**config.mk**
```make
export PLATFORM = sky130hd
export DESIGN_NAME = eye_pixel_renderer_flat
export DESIGN_NICKNAME = d
export VERILOG_FILES = /design/src/design/epr_pkg.sv /design/src/design/epr_pixel_if.sv /design/src/design/epr_color_if.sv /design/src/design/epr_cover.sv /design/src/design/eye_pixel_renderer.sv /design/src/flat_wrapper.sv
export SDC_FILE = /design/constraint.sdc
export NUM_CORES = 2
export LEC_CHECK = 0
export BUFFER_PORTS_ARGS = -buffer_cell sky130_fd_sc_hd__buf_2
export CAP_MARGIN = 40
export CELL_PAD_IN_SITES_DETAIL_PLACEMENT = 2
export CELL_PAD_IN_SITES_GLOBAL_PLACEMENT = 2
export CORE_ASPECT_RATIO = 0.7
export CORE_MARGIN = 10
export CORE_UTILIZATION = 44
export DETAILED_ROUTE_END_ITERATION = 7
export PLACE_DENSITY = 0.87
export RECOVER_POWER = 50
export SYNTH_ARGS = -nofsm -noshare
export SYNTH_HDL_FRONTEND = slang
export SYNTH_SLANG_ARGS = --single-unit
```
**constraint.sdc**
```tcl
create_clock -name clk_i -period 12.7 [get_ports clk_i]
set_clock_uncertainty 0.05 [all_clocks]
set_input_delay 2.54 -clock clk_i [delete_from_list [all_inputs] [get_ports clk_i]]
set_output_delay 2.54 -clock clk_i [all_outputs]
set_load 0.05 [all_outputs]
```
**src/design/epr_pkg.sv**
```systemverilog
// Eye pixel renderer package: scene constants, register codes, coverage flags.
// No dependencies; imported by epr_pixel_if, epr_color_if, epr_cover and eye_pixel_renderer.

package epr_pkg;

  localparam int EprWidth  = 160;
  localparam int EprHeight = 160;

  localparam int CoordW  = 8;
  localparam int OffsetW = 6;
  localparam int LidW    = 7;
  localparam int CfgW    = 7;
  localparam int ColorW  = 16;

  typedef enum logic [1:0] {
    CfgIrisX = 2'd0,
    CfgIrisY = 2'd1,
    CfgLid   = 2'd2
  } epr_cfg_e;

  localparam logic [ColorW-1:0] ColBlack     = 16'h0000;
  localparam logic [ColorW-1:0] ColWhite     = 16'hFFFF;
  localparam logic [ColorW-1:0] ColIrisOuter = 16'h067F;
  localparam logic [ColorW-1:0] ColIrisMid   = 16'h04FC;
  localparam logic [ColorW-1:0] ColIrisInner = 16'h0255;

  // circle geometry, signed 10-bit coordinates, squared radii
  localparam logic signed [9:0] EyeCenter = 10'sd80;
  localparam logic signed [9:0] Glint1Dx  = -10'sd10;
  localparam logic signed [9:0] Glint1Dy  = -10'sd11;
  localparam logic signed [9:0] Glint2Dx  = 10'sd9;
  localparam logic signed [9:0] Glint2Dy  = 10'sd8;
  localparam logic [12:0] BallR2   = 13'd5476;
  localparam logic [12:0] OuterR2  = 13'd1444;
  localparam logic [12:0] MidR2    = 13'd961;
  localparam logic [12:0] InnerR2  = 13'd576;
  localparam logic [12:0] PupilR2  = 13'd324;
  localparam logic [12:0] Glint1R2 = 13'd49;
  localparam logic [12:0] Glint2R2 = 13'd9;

  // lid inset k = floor(5*d/41), d = 82 - row; k >= j+1 once d >= LidStep[j]
  localparam logic [7:0] LidMid = 8'd82;
  localparam int LidSteps = 10;
  localparam logic [6:0] LidStep [LidSteps] = '{
    7'd9, 7'd17, 7'd25, 7'd33, 7'd41, 7'd50, 7'd58, 7'd66, 7'd74, 7'd82
  };

  typedef struct packed {
    logic frame;
    logic ball;
    logic ring_outer;
    logic ring_mid;
    logic ring_inner;
    logic pupil;
    logic glint;
    logic lid;
  } epr_flags_t;

endpackage

```
**src/design/epr_pixel_if.sv**
```systemverilog
// Pixel coordinate channel: valid/ready with column and row.
// Uses epr_pkg for field widths.

interface epr_pixel_if
  import epr_pkg::*;
();
  logic              valid;
  logic              ready;
  logic [CoordW-1:0] column;
  logic [CoordW-1:0] row;

  modport source (output valid, output column, output row, input ready);
  modport sink   (input valid, input column, input row, output ready);
endinterface

```
**src/design/epr_color_if.sv**
```systemverilog
// Pixel color channel: valid/ready with an RGB565 value.
// Uses epr_pkg for field widths.

interface epr_color_if
  import epr_pkg::*;
();
  logic              valid;
  logic              ready;
  logic [ColorW-1:0] pixel_color;

  modport source (output valid, output pixel_color, input ready);
  modport sink   (input valid, input pixel_color, output ready);
endinterface

```
**src/design/epr_cover.sv**
```systemverilog
// Layer coverage for one pixel: circle tests and eyelid test, combinational.
// Depends on epr_pkg.

module epr_cover
  import epr_pkg::*;
#(
  parameter int WIDTH  = EprWidth,
  parameter int HEIGHT = EprHeight
) (
  input  logic [CoordW-1:0]         column_i,
  input  logic [CoordW-1:0]         row_i,
  input  logic signed [OffsetW-1:0] iris_x_i,
  input  logic signed [OffsetW-1:0] iris_y_i,
  input  logic [LidW-1:0]           lid_rows_i,
  output epr_flags_t                flags_o
);

  localparam logic [CoordW:0]   WidthW = (CoordW+1)'(WIDTH);
  localparam logic [CoordW:0]   HeightW = (CoordW+1)'(HEIGHT);
  localparam logic [CoordW-1:0] RowMax = CoordW'(HEIGHT - 1);

  function automatic logic hit(input logic [CoordW-1:0] px, input logic [CoordW-1:0] py,
                               input logic signed [9:0] cx, input logic signed [9:0] cy,
                               input logic [12:0] r2);
    logic signed [9:0] dx;
    logic signed [9:0] dy;
    logic signed [19:0] sx;
    logic signed [19:0] sy;
    logic [19:0] sq;
    dx = $signed({2'b00, px}) - cx;
    dy = $signed({2'b00, py}) - cy;
    sx = 20'(dx) * 20'(dx);
    sy = 20'(dy) * 20'(dy);
    sq = $unsigned(sx) + $unsigned(sy);
    return sq <= {7'd0, r2};
  endfunction

  function automatic logic lid_hit(input logic [CoordW-1:0] t, input logic [CoordW-1:0] px,
                                   input logic [LidW-1:0] lid);
    logic [6:0] span;
    logic [3:0] k;
    logic       res;
    span = 7'(LidMid - t);
    k = '0;
    for (int j = 0; j < LidSteps; j++) begin
      k = k + 4'(span >= LidStep[j]);
    end
    if (t >= {1'b0, lid}) begin
      res = 1'b0;
    end else if (t > LidMid) begin
      res = 1'b1;
    end else begin
      res = (px >= {4'd0, k}) && (({1'b0, px} + {5'd0, k}) < WidthW);
    end
    return res;
  endfunction

  logic signed [9:0] ix;
  logic signed [9:0] iy;
  logic [CoordW-1:0] mirror_row;

  assign ix = EyeCenter + {{(10-OffsetW){iris_x_i[OffsetW-1]}}, iris_x_i};
  assign iy = EyeCenter + {{(10-OffsetW){iris_y_i[OffsetW-1]}}, iris_y_i};
  assign mirror_row = RowMax - row_i;

  always_comb begin
    flags_o.frame      = ({1'b0, column_i} < WidthW) && ({1'b0, row_i} < HeightW);
    flags_o.ball       = hit(column_i, row_i, EyeCenter, EyeCenter, BallR2);
    flags_o.ring_outer = hit(column_i, row_i, ix, iy, OuterR2);
    flags_o.ring_mid   = hit(column_i, row_i, ix, iy, MidR2);
    flags_o.ring_inner = hit(column_i, row_i, ix, iy, InnerR2);
    flags_o.pupil      = hit(column_i, row_i, ix, iy, PupilR2);
    flags_o.glint      = hit(column_i, row_i, ix + Glint1Dx, iy + Glint1Dy, Glint1R2) ||
                         hit(column_i, row_i, ix + Glint2Dx, iy + Glint2Dy, Glint2R2);
    flags_o.lid        = lid_hit(row_i, column_i, lid_rows_i) ||
                         lid_hit(mirror_row, column_i, lid_rows_i);
  end

endmodule

```
**src/design/eye_pixel_renderer.sv**
```systemverilog
// Eye pixel renderer top level: config registers, three-stage pixel pipeline.
// Depends on epr_pkg, epr_pixel_if, epr_color_if and epr_cover.
//
//  channel  | dir | payload              | accepted when
//  pix_i    | in  | column, row (8b)     | pix_i.valid & pix_i.ready
//  color_o  | out | pixel_color (16b)    | color_o.valid & color_o.ready
//  cfg      | in  | idx 2b, data 7b      | cfg_we_i
//
// One pixel per clock unless color_o stalls; stages: input reg, coverage flags, color reg.
// Each stage takes a new item when it is empty or its item moves on, so a
// stalled output fills at most three stages before pix_i.ready drops.
// Reset clears stage valids and the iris offsets and lid count to zero.

module eye_pixel_renderer
  import epr_pkg::*;
#(
  parameter int WIDTH  = EprWidth,
  parameter int HEIGHT = EprHeight
) (
  input  logic              clk_i,
  input  logic              rst_ni,
  input  logic              cfg_we_i,
  input  logic [1:0]        cfg_idx_i,
  input  logic [CfgW-1:0]   cfg_data_i,
  epr_pixel_if.sink         pix_i,
  epr_color_if.source       color_o
);

  logic signed [OffsetW-1:0] iris_x_q;
  logic signed [OffsetW-1:0] iris_y_q;
  logic [LidW-1:0]           lid_q;

  always_ff @(posedge clk_i or negedge rst_ni) begin
    if (!rst_ni) begin
      iris_x_q <= '0;
      iris_y_q <= '0;
      lid_q    <= '0;
    end else if (cfg_we_i) begin
      case (epr_cfg_e'(cfg_idx_i))
        CfgIrisX: iris_x_q <= cfg_data_i[OffsetW-1:0];
        CfgIrisY: iris_y_q <= cfg_data_i[OffsetW-1:0];
        CfgLid:   lid_q    <= cfg_data_i[LidW-1:0];
        default: ;
      endcase
    end
  end

  logic              v1_q, v2_q, v3_q;
  logic              rdy1, rdy2, rdy3;
  logic [CoordW-1:0] col_q, row_q;
  epr_flags_t        flags_d, flags_q;
  logic [ColorW-1:0] color_d, color_q;

  assign rdy3 = !v3_q || color_o.ready;
  assign rdy2 = !v2_q || rdy3;
  assign rdy1 = !v1_q || rdy2;

  assign pix_i.ready       = rdy1;
  assign color_o.valid     = v3_q;
  assign color_o.pixel_color = color_q;

  epr_cover #(
    .WIDTH  (WIDTH),
    .HEIGHT (HEIGHT)
  ) u_cover (
    .column_i   (col_q),
    .row_i      (row_q),
    .iris_x_i   (iris_x_q),
    .iris_y_i   (iris_y_q),
    .lid_rows_i (lid_q),
    .flags_o    (flags_d)
  );

  always_comb begin
    if (!flags_q.frame || flags_q.lid) begin
      color_d = ColBlack;
    end else if (flags_q.glint) begin
      color_d = ColWhite;
    end else if (flags_q.pupil) begin
      color_d = ColBlack;
    end else if (flags_q.ring_inner) begin
      color_d = ColIrisInner;
    end else if (flags_q.ring_mid) begin
      color_d = ColIrisMid;
    end else if (flags_q.ring_outer) begin
      color_d = ColIrisOuter;
    end else if (flags_q.ball) begin
      color_d = ColWhite;
    end else begin
      color_d = ColBlack;
    end
  end

  always_ff @(posedge clk_i or negedge rst_ni) begin
    if (!rst_ni) begin
      v1_q <= 1'b0;
      v2_q <= 1'b0;
      v3_q <= 1'b0;
    end else begin
      if (rdy1) begin
        v1_q <= pix_i.valid;
      end
      if (rdy2) begin
        v2_q <= v1_q;
      end
      if (rdy3) begin
        v3_q <= v2_q;
      end
    end
  end

  always_ff @(posedge clk_i) begin
    if (rdy1 && pix_i.valid) begin
      col_q <= pix_i.column;
      row_q <= pix_i.row;
    end
    if (rdy2 && v1_q) begin
      flags_q <= flags_d;
    end
    if (rdy3 && v2_q) begin
      color_q <= color_d;
    end
  end

  a_ready_when_drained: assert property (@(posedge clk_i) disable iff (!rst_ni)
    color_o.ready |-> pix_i.ready)
    else $error("input stalled while output drains");

  a_full_blocks_input: assert property (@(posedge clk_i) disable iff (!rst_ni)
    (v1_q && v2_q && v3_q && !color_o.ready) |-> !pix_i.ready)
    else $error("input accepted with full pipeline");

  a_offframe_black: assert property (@(posedge clk_i) disable iff (!rst_ni)
    (v2_q && rdy3 && !flags_q.frame) |=> (color_o.pixel_color == ColBlack))
    else $error("pixel outside frame not black");

  a_lid_black: assert property (@(posedge clk_i) disable iff (!rst_ni)
    (v2_q && rdy3 && flags_q.lid) |=> (color_o.pixel_color == ColBlack))
    else $error("lid pixel not black");

endmodule
```
**src/flat_wrapper.sv**
```systemverilog
// flat-port wrapper written by rule: the top's interface ports become plain ports
module eye_pixel_renderer_flat import epr_pkg::*;
#(
  parameter int WIDTH  = EprWidth,
  parameter int HEIGHT = EprHeight
)
  (clk_i, rst_ni, cfg_we_i, cfg_idx_i, cfg_data_i, pix_i_valid, pix_i_column, pix_i_row, pix_i_ready, color_o_valid, color_o_pixel_color, color_o_ready);
  epr_pixel_if pix_i_i ();
  epr_color_if color_o_i ();
  input  logic clk_i;
  input  logic rst_ni;
  input  logic cfg_we_i;
  input  logic [1:0] cfg_idx_i;
  input  logic [CfgW-1:0] cfg_data_i;
  input wire logic [$bits(pix_i_i.valid)-1:0] pix_i_valid;
  input wire logic [$bits(pix_i_i.column)-1:0] pix_i_column;
  input wire logic [$bits(pix_i_i.row)-1:0] pix_i_row;
  output wire logic [$bits(pix_i_i.ready)-1:0] pix_i_ready;
  output wire logic [$bits(color_o_i.valid)-1:0] color_o_valid;
  output wire logic [$bits(color_o_i.pixel_color)-1:0] color_o_pixel_color;
  input wire logic [$bits(color_o_i.ready)-1:0] color_o_ready;
  assign pix_i_i.valid = pix_i_valid;
  assign pix_i_i.column = pix_i_column;
  assign pix_i_i.row = pix_i_row;
  assign pix_i_ready = pix_i_i.ready;
  assign color_o_valid = color_o_i.valid;
  assign color_o_pixel_color = color_o_i.pixel_color;
  assign color_o_i.ready = color_o_ready;
  eye_pixel_renderer #(.WIDTH(WIDTH), .HEIGHT(HEIGHT)) u_core (.clk_i(clk_i), .rst_ni(rst_ni), .cfg_we_i(cfg_we_i), .cfg_idx_i(cfg_idx_i), .cfg_data_i(cfg_data_i), .pix_i(pix_i_i), .color_o(color_o_i));
endmodule
```
Word-level counts from Yosys, hierarchy flattened:

Cells that the tools add are included.

* bits in registers: 62
* latch bits: 0
* RAM bits: 0
* ROM bits: 0
* input port bits: 30
* output and inout port bits: 18
* memories: 0

* add/subtract/negate cells: 41
* multipliers: 8
* div/mod/pow operators: 0
* $lt $le $gt $ge: 37
* equality and inequality tests: 2
* shift-type cells: 0
* muxes and demuxes: 10
* bitwise logic cells: 0
* reductions and logical operators: 20

Operator list (count)
* $mul 10x10->20: 6
* $mux 16: 6
* $add 20x20->20: 3
* $ge 7x6->1 const B: 8
* $add 4x1->4: 12
* $ge 7x7->1 const B: 6
* $add 9x5->10 const B: 4
* $le 20x10->1 const B: 2
* $sub 9x10->10: 4
* $mul 9x9->18: 2
* $ge 7x5->1 const B: 4
* $le 20x11->1 const B: 1
* $le 20x13->1 const B: 1
* $le 20x4->1 const B: 1
* $le 20x6->1 const B: 1
* $le 20x9->1 const B: 1
* $sub 9x9->10: 2
* $add 18x18->19: 1
* $add 8x4->9: 2
* $add 8x6->9 const A: 2
* $lt 9x8->1 const B: 2
* $sub 8x7->9 const B: 2
* $ge 8x4->1: 2
* $ge 8x7->1: 2
* 16 further kinds: 41

Depth between registers and ports, before layout:

* depth after elaboration: 18
* mapped depth: 40
* mapped depth without buffers: 37

Modules after synthesis:

A second synthesis with hierarchy kept.

* cell total of the unflattened synthesis: 3466
* area total of the unflattened synthesis: 32304.7 um^2

Modules (own cells, without submodules)
* epr_cover: times used 1, cells each 3354, area each 30374.1 um^2, seq. area each 0.0 um^2
* eye_pixel_renderer: times used 1, cells each 112, area each 1930.6 um^2, seq. area each 1451.4 um^2

Worst setup path before layout:

Ideal clock, no wire load.

* path kind: reg2reg
* from: register u_core.row_q[2]
* to: register u_core.flags_q[1] (netlist bit), data pin
* setup time: 0.131 ns
* arrival time: 9.433 ns
* required time: 12.519 ns
* path slack: 3.086 ns
* cell stages (with the launch flop): 37
* path through: edfxtp_1 -> clkbuf_1 -> inv_1 -> clkbuf_1 -> ha_1 -> inv_1 -> fa_1 -> a21o_1 -> a21o_1 -> a21oi_1 -> o21bai_1 -> or2_2 -> clkbuf_1 -> inv_1 -> clkbuf_1 -> nand2_1 -> fa_1 -> inv_1 -> fa_1 -> fa_1 -> fa_1 -> inv_1 -> fa_1 -> inv_1 -> fa_1 -> inv_1 -> fa_1 -> inv_1 -> ha_1 -> inv_1 -> o32a_1 -> o2111ai_1 -> or4_1 -> nor3_1 -> o2111ai_1 -> nor4_1 -> a22o_1

RTL lines
* start, declared: line eye_pixel_renderer.sv:50 `logic [CoordW-1:0] col_q, row_q;`
* start signal, assigned: line eye_pixel_renderer.sv:115 `row_q <= pix_i.row;`
* end signal, assigned: line eye_pixel_renderer.sv:118 `flags_q <= flags_d;`
* end, declared: line eye_pixel_renderer.sv:51 `epr_flags_t flags_d, flags_q;`

==> reports/results.ini <==
[timing]
slew_headroom=-0.1104
tightest_slew_ns=1.666
min_period_ns=11.69
rsz0062_at_grt=no
tns_ns=0
hold_slack_ns=0.4827
finalMaxSlewViolations=23
period_share=0.9201
setup_viol=0
finalHoldViolCount=0
fmax_ghz=0.08558

[worst_setup_path]
rr_startpoint=u_core.row_q[2]
critical_path.max_stage_delay_ns=0.87
endpoint=u_core.flags_q[1]
crit_start=u_core.row_q[2]
cp.depth=31
crit_path_start_kind=flip-flop
worstReg2RegEnd=u_core.flags_q[1]
crit_arrival_ns=11.84
crit_slowest_cell=edfxtp_1
critPathTopFamily=adder cells
path_buf_inv=5
crit_top_cell=fa_1
r2r_cells=31
worstSetupEndpointType=flip-flop
crit_path_max_fanout=14
required_ns=12.86
reg2reg_slack_ns=1.01
crit_type=reg -> reg

[clock_tree]
cts_sinks=52
cts_made_buffers=5
clkLatencyLatePin_ns=0.33
ctsHoldBuffers=0
htree_levels=2
post_cts_buffers=0
cts_root_buf=clkbuf_16
cts_tree=built
ctsResizeCount=0
clock_path_buffers=2
clkTransAtPathRegs_ns=0.11

[finish]
drive_above_1_share=0.04328
final_cells=4435
area_growth_pct=5.399
fillers=7866
fin_nets=4628

[place]
port_buffers=47
dp.cells=4420
place_hpwl_um=110800
routabilityCongestion=0.8716

[synthesis]
netlist_area_mm2=0.03216
synthXorXnorAreaFrac=0.04380
ys.flop_type=edfxtp_1
synthDistinctLibCells=83
syn_area_per_cell_um2=9.421
synth_top_family_by_area=adder cells
synthCells=3414
synth_mux_area_frac=0.009141
synth_async_sr_flop_share=0.4231
yosysWarnings=0
synth-edff-count=30
yosys.area_share.simple=0.09457
ys_seq_elements=52
synth_fa_ha_area_frac=0.6184
synth_compound_area_frac=0.06737
ys_seq_area_frac=0.04512

[status]
run_status=finished with violations
violations=capacitance limit, slew limit

[global_route]
grt_pass1_wl_um=198300
grt-ovfl-total=0
grt_max_degree=27
grt_pass1_vias=31370
track_usage=0.3117
antenna_found_initial=6

[flow_run]
drv_cap=1

[drt]
drt_drc_violations_left=0
dr.first_iter.drc_count=1621
wl_met3_um=7294
ant_nets=0
highest_layer=met5
dr_wl_met2_um=66140
wl_per_cell_um=29.67
wirelength_um=131600
vias=25400
routed_via_density=5.728
wl_met1_um=49620
drt_pass1_iterations=5

[floorplan]
fp-row-count=82
core_area_mm2=0.07202
die-height_um=246.2
start_util=0.4466
ioPinCount=48
die-area_mm2=0.08449
die_width_um=343.2

[worst_hold_path]
min_path_type=reg -> reg

layer usage:
layer / vias to the layer above / global-route usage
met4: 2 / 0.1778
met1: 13490 / 0.3587
met2: 1109 / 0.5500
li1: 10300 / -
met5: - / 0
met3: 497 / 0.04756
through the flow:
stage / setup slack (ns) / util / area, µm²
after global placement: 1.631 / 0.4670 / 33640
after detailed placement: 1.391 / 0.4683 / 33730
after floorplan: 3.086 / - / 32170
final: 1.015 / 0.4707 / 33900
after global routing: 0.4732 / 0.4707 / 33900
after CTS: 1.240 / 0.4703 / 33880
sequential cells by signal, indices dropped and copies added, names as in the netlist:
name / cells
u_core.v2_q: 1
u_core.row_q: 8
u_core.col_q: 8
u_core.flags_q: 8
u_core.color_o.valid: 1
u_core.iris_y_q: 6
u_core.lid_q: 7
u_core.iris_x_q: 6
u_core.color_o.pixel_color: 6
u_core.v1_q: 1
cell type report:
cell class / instances / area, µm² / share of cell area
Antenna cell: 3 / 7.507 / 0.0002214
Clock buffer: 5 / 125.1 / 0.003691
Clock inverter: 3 / 25.02 / 0.0007381
Inverter: 978 / 3671 / 0.1083
Multi-Input combinational cell: 2332 / 26810 / 0.7908
Sequential cell: 52 / 1451 / 0.04281
Tap cell: 966 / 1209 / 0.03565
Timing Repair Buffer: 96 / 604.3 / 0.01783
cell usage in the layout, fill, tap and decap left out, drive strengths merged, types with 4 or more instances in the layout:
| cell type | Yosys | routed |
|---|---|---|
| o31ai | 10 | 10 |
| a21oi | 92 | 92 |
| o21a | 15 | 15 |
| edfxtp | 30 | 30 |
| o21bai | 19 | 19 |
| o211ai | 4 | 4 |
| dfrtp | 22 | 22 |
| nand3 | 15 | 15 |
| inv | 971 | 973 |
| or3 | 14 | 14 |
| mux2 | 19 | 19 |
| clkinv | 7 | 7 |
| nor3b | 7 | 7 |
| clkbuf | 39 | 13 |
| o2111ai | 5 | 5 |
| nand2 | 206 | 206 |
| a31oi | 17 | 17 |
| mux2i | 8 | 8 |
| nor4 | 5 | 5 |
| buf | 14 | 88 |
| ha | 372 | 372 |
| and2 | 37 | 37 |
| a21o | 40 | 40 |
| nand2b | 29 | 29 |
| a211oi | 17 | 17 |
| xnor2 | 121 | 121 |
| and3 | 9 | 9 |
| fa | 761 | 761 |
| o21ai | 67 | 67 |
| xor2 | 39 | 39 |
| or4 | 6 | 6 |
| nor2 | 283 | 283 |
| nor3 | 25 | 25 |
| a21boi | 5 | 5 |
| nor2b | 18 | 18 |
| or2 | 10 | 10 |
| a2111oi | 5 | 5 |
| nand4 | 4 | 4 |
worst min-delay path by stage:
stage | start | end | slack (ns) | cells after the start
floorplan | u_core.v1_q | u_core.v2_q | 0.40 | 1
global route | u_core.lid_q[2] | u_core.lid_q[2] | 0.50 | 1
finish | u_core.lid_q[2] | u_core.lid_q[2] | 0.48 | 1
CTS | u_core.lid_q[2] | u_core.lid_q[2] | 0.48 | 1
detailed placement | u_core.v1_q | u_core.v2_q | 0.43 | 1
global placement | u_core.v1_q | u_core.v2_q | 0.43 | 1
cell usage after synthesis, drive strengths merged, types with 6 or more instances:
master / instances / share of area
o21ai: 67 / 0.010
or4: 6 / 0.0014
xnor2: 121 / 0.033
nor2: 283 / 0.033
ha: 372 / 0.14
inv: 971 / 0.11
mux2: 19 / 0.0067
mux2i: 8 / 0.0025
o21bai: 19 / 0.0044
nand2: 206 / 0.024
nand3: 15 / 0.0023
dfrtp: 22 / 0.017
and3: 9 / 0.0018
clkbuf: 39 / 0.0046
clkinv: 7 / 0.00082
or2: 10 / 0.0019
or3: 14 / 0.0029
o21a: 15 / 0.0035
a31oi: 17 / 0.0033
and2: 37 / 0.0072
xor2: 39 / 0.011
buf: 14 / 0.0028
nor2b: 18 / 0.0035
o31ai: 10 / 0.0023
nor3: 25 / 0.0039
a21oi: 92 / 0.014
a21o: 40 / 0.0093
nand2b: 29 / 0.0056
edfxtp: 30 / 0.028
fa: 761 / 0.47
a211oi: 17 / 0.0046
nor3b: 7 / 0.0016
kinds of logic after synthesis:
kind of cell	Yosys count
adders and majority gates	1133
muxes	27
other	1
AOI/OAI and AO/OA	332
and+or+nand+nor	678
xor gates and xnor gates	160
DFF	52
buffers and inverters	1031
Power is not shown: default switching activity piles up to over one toggle a cycle in this logic, so the estimate is an artifact.
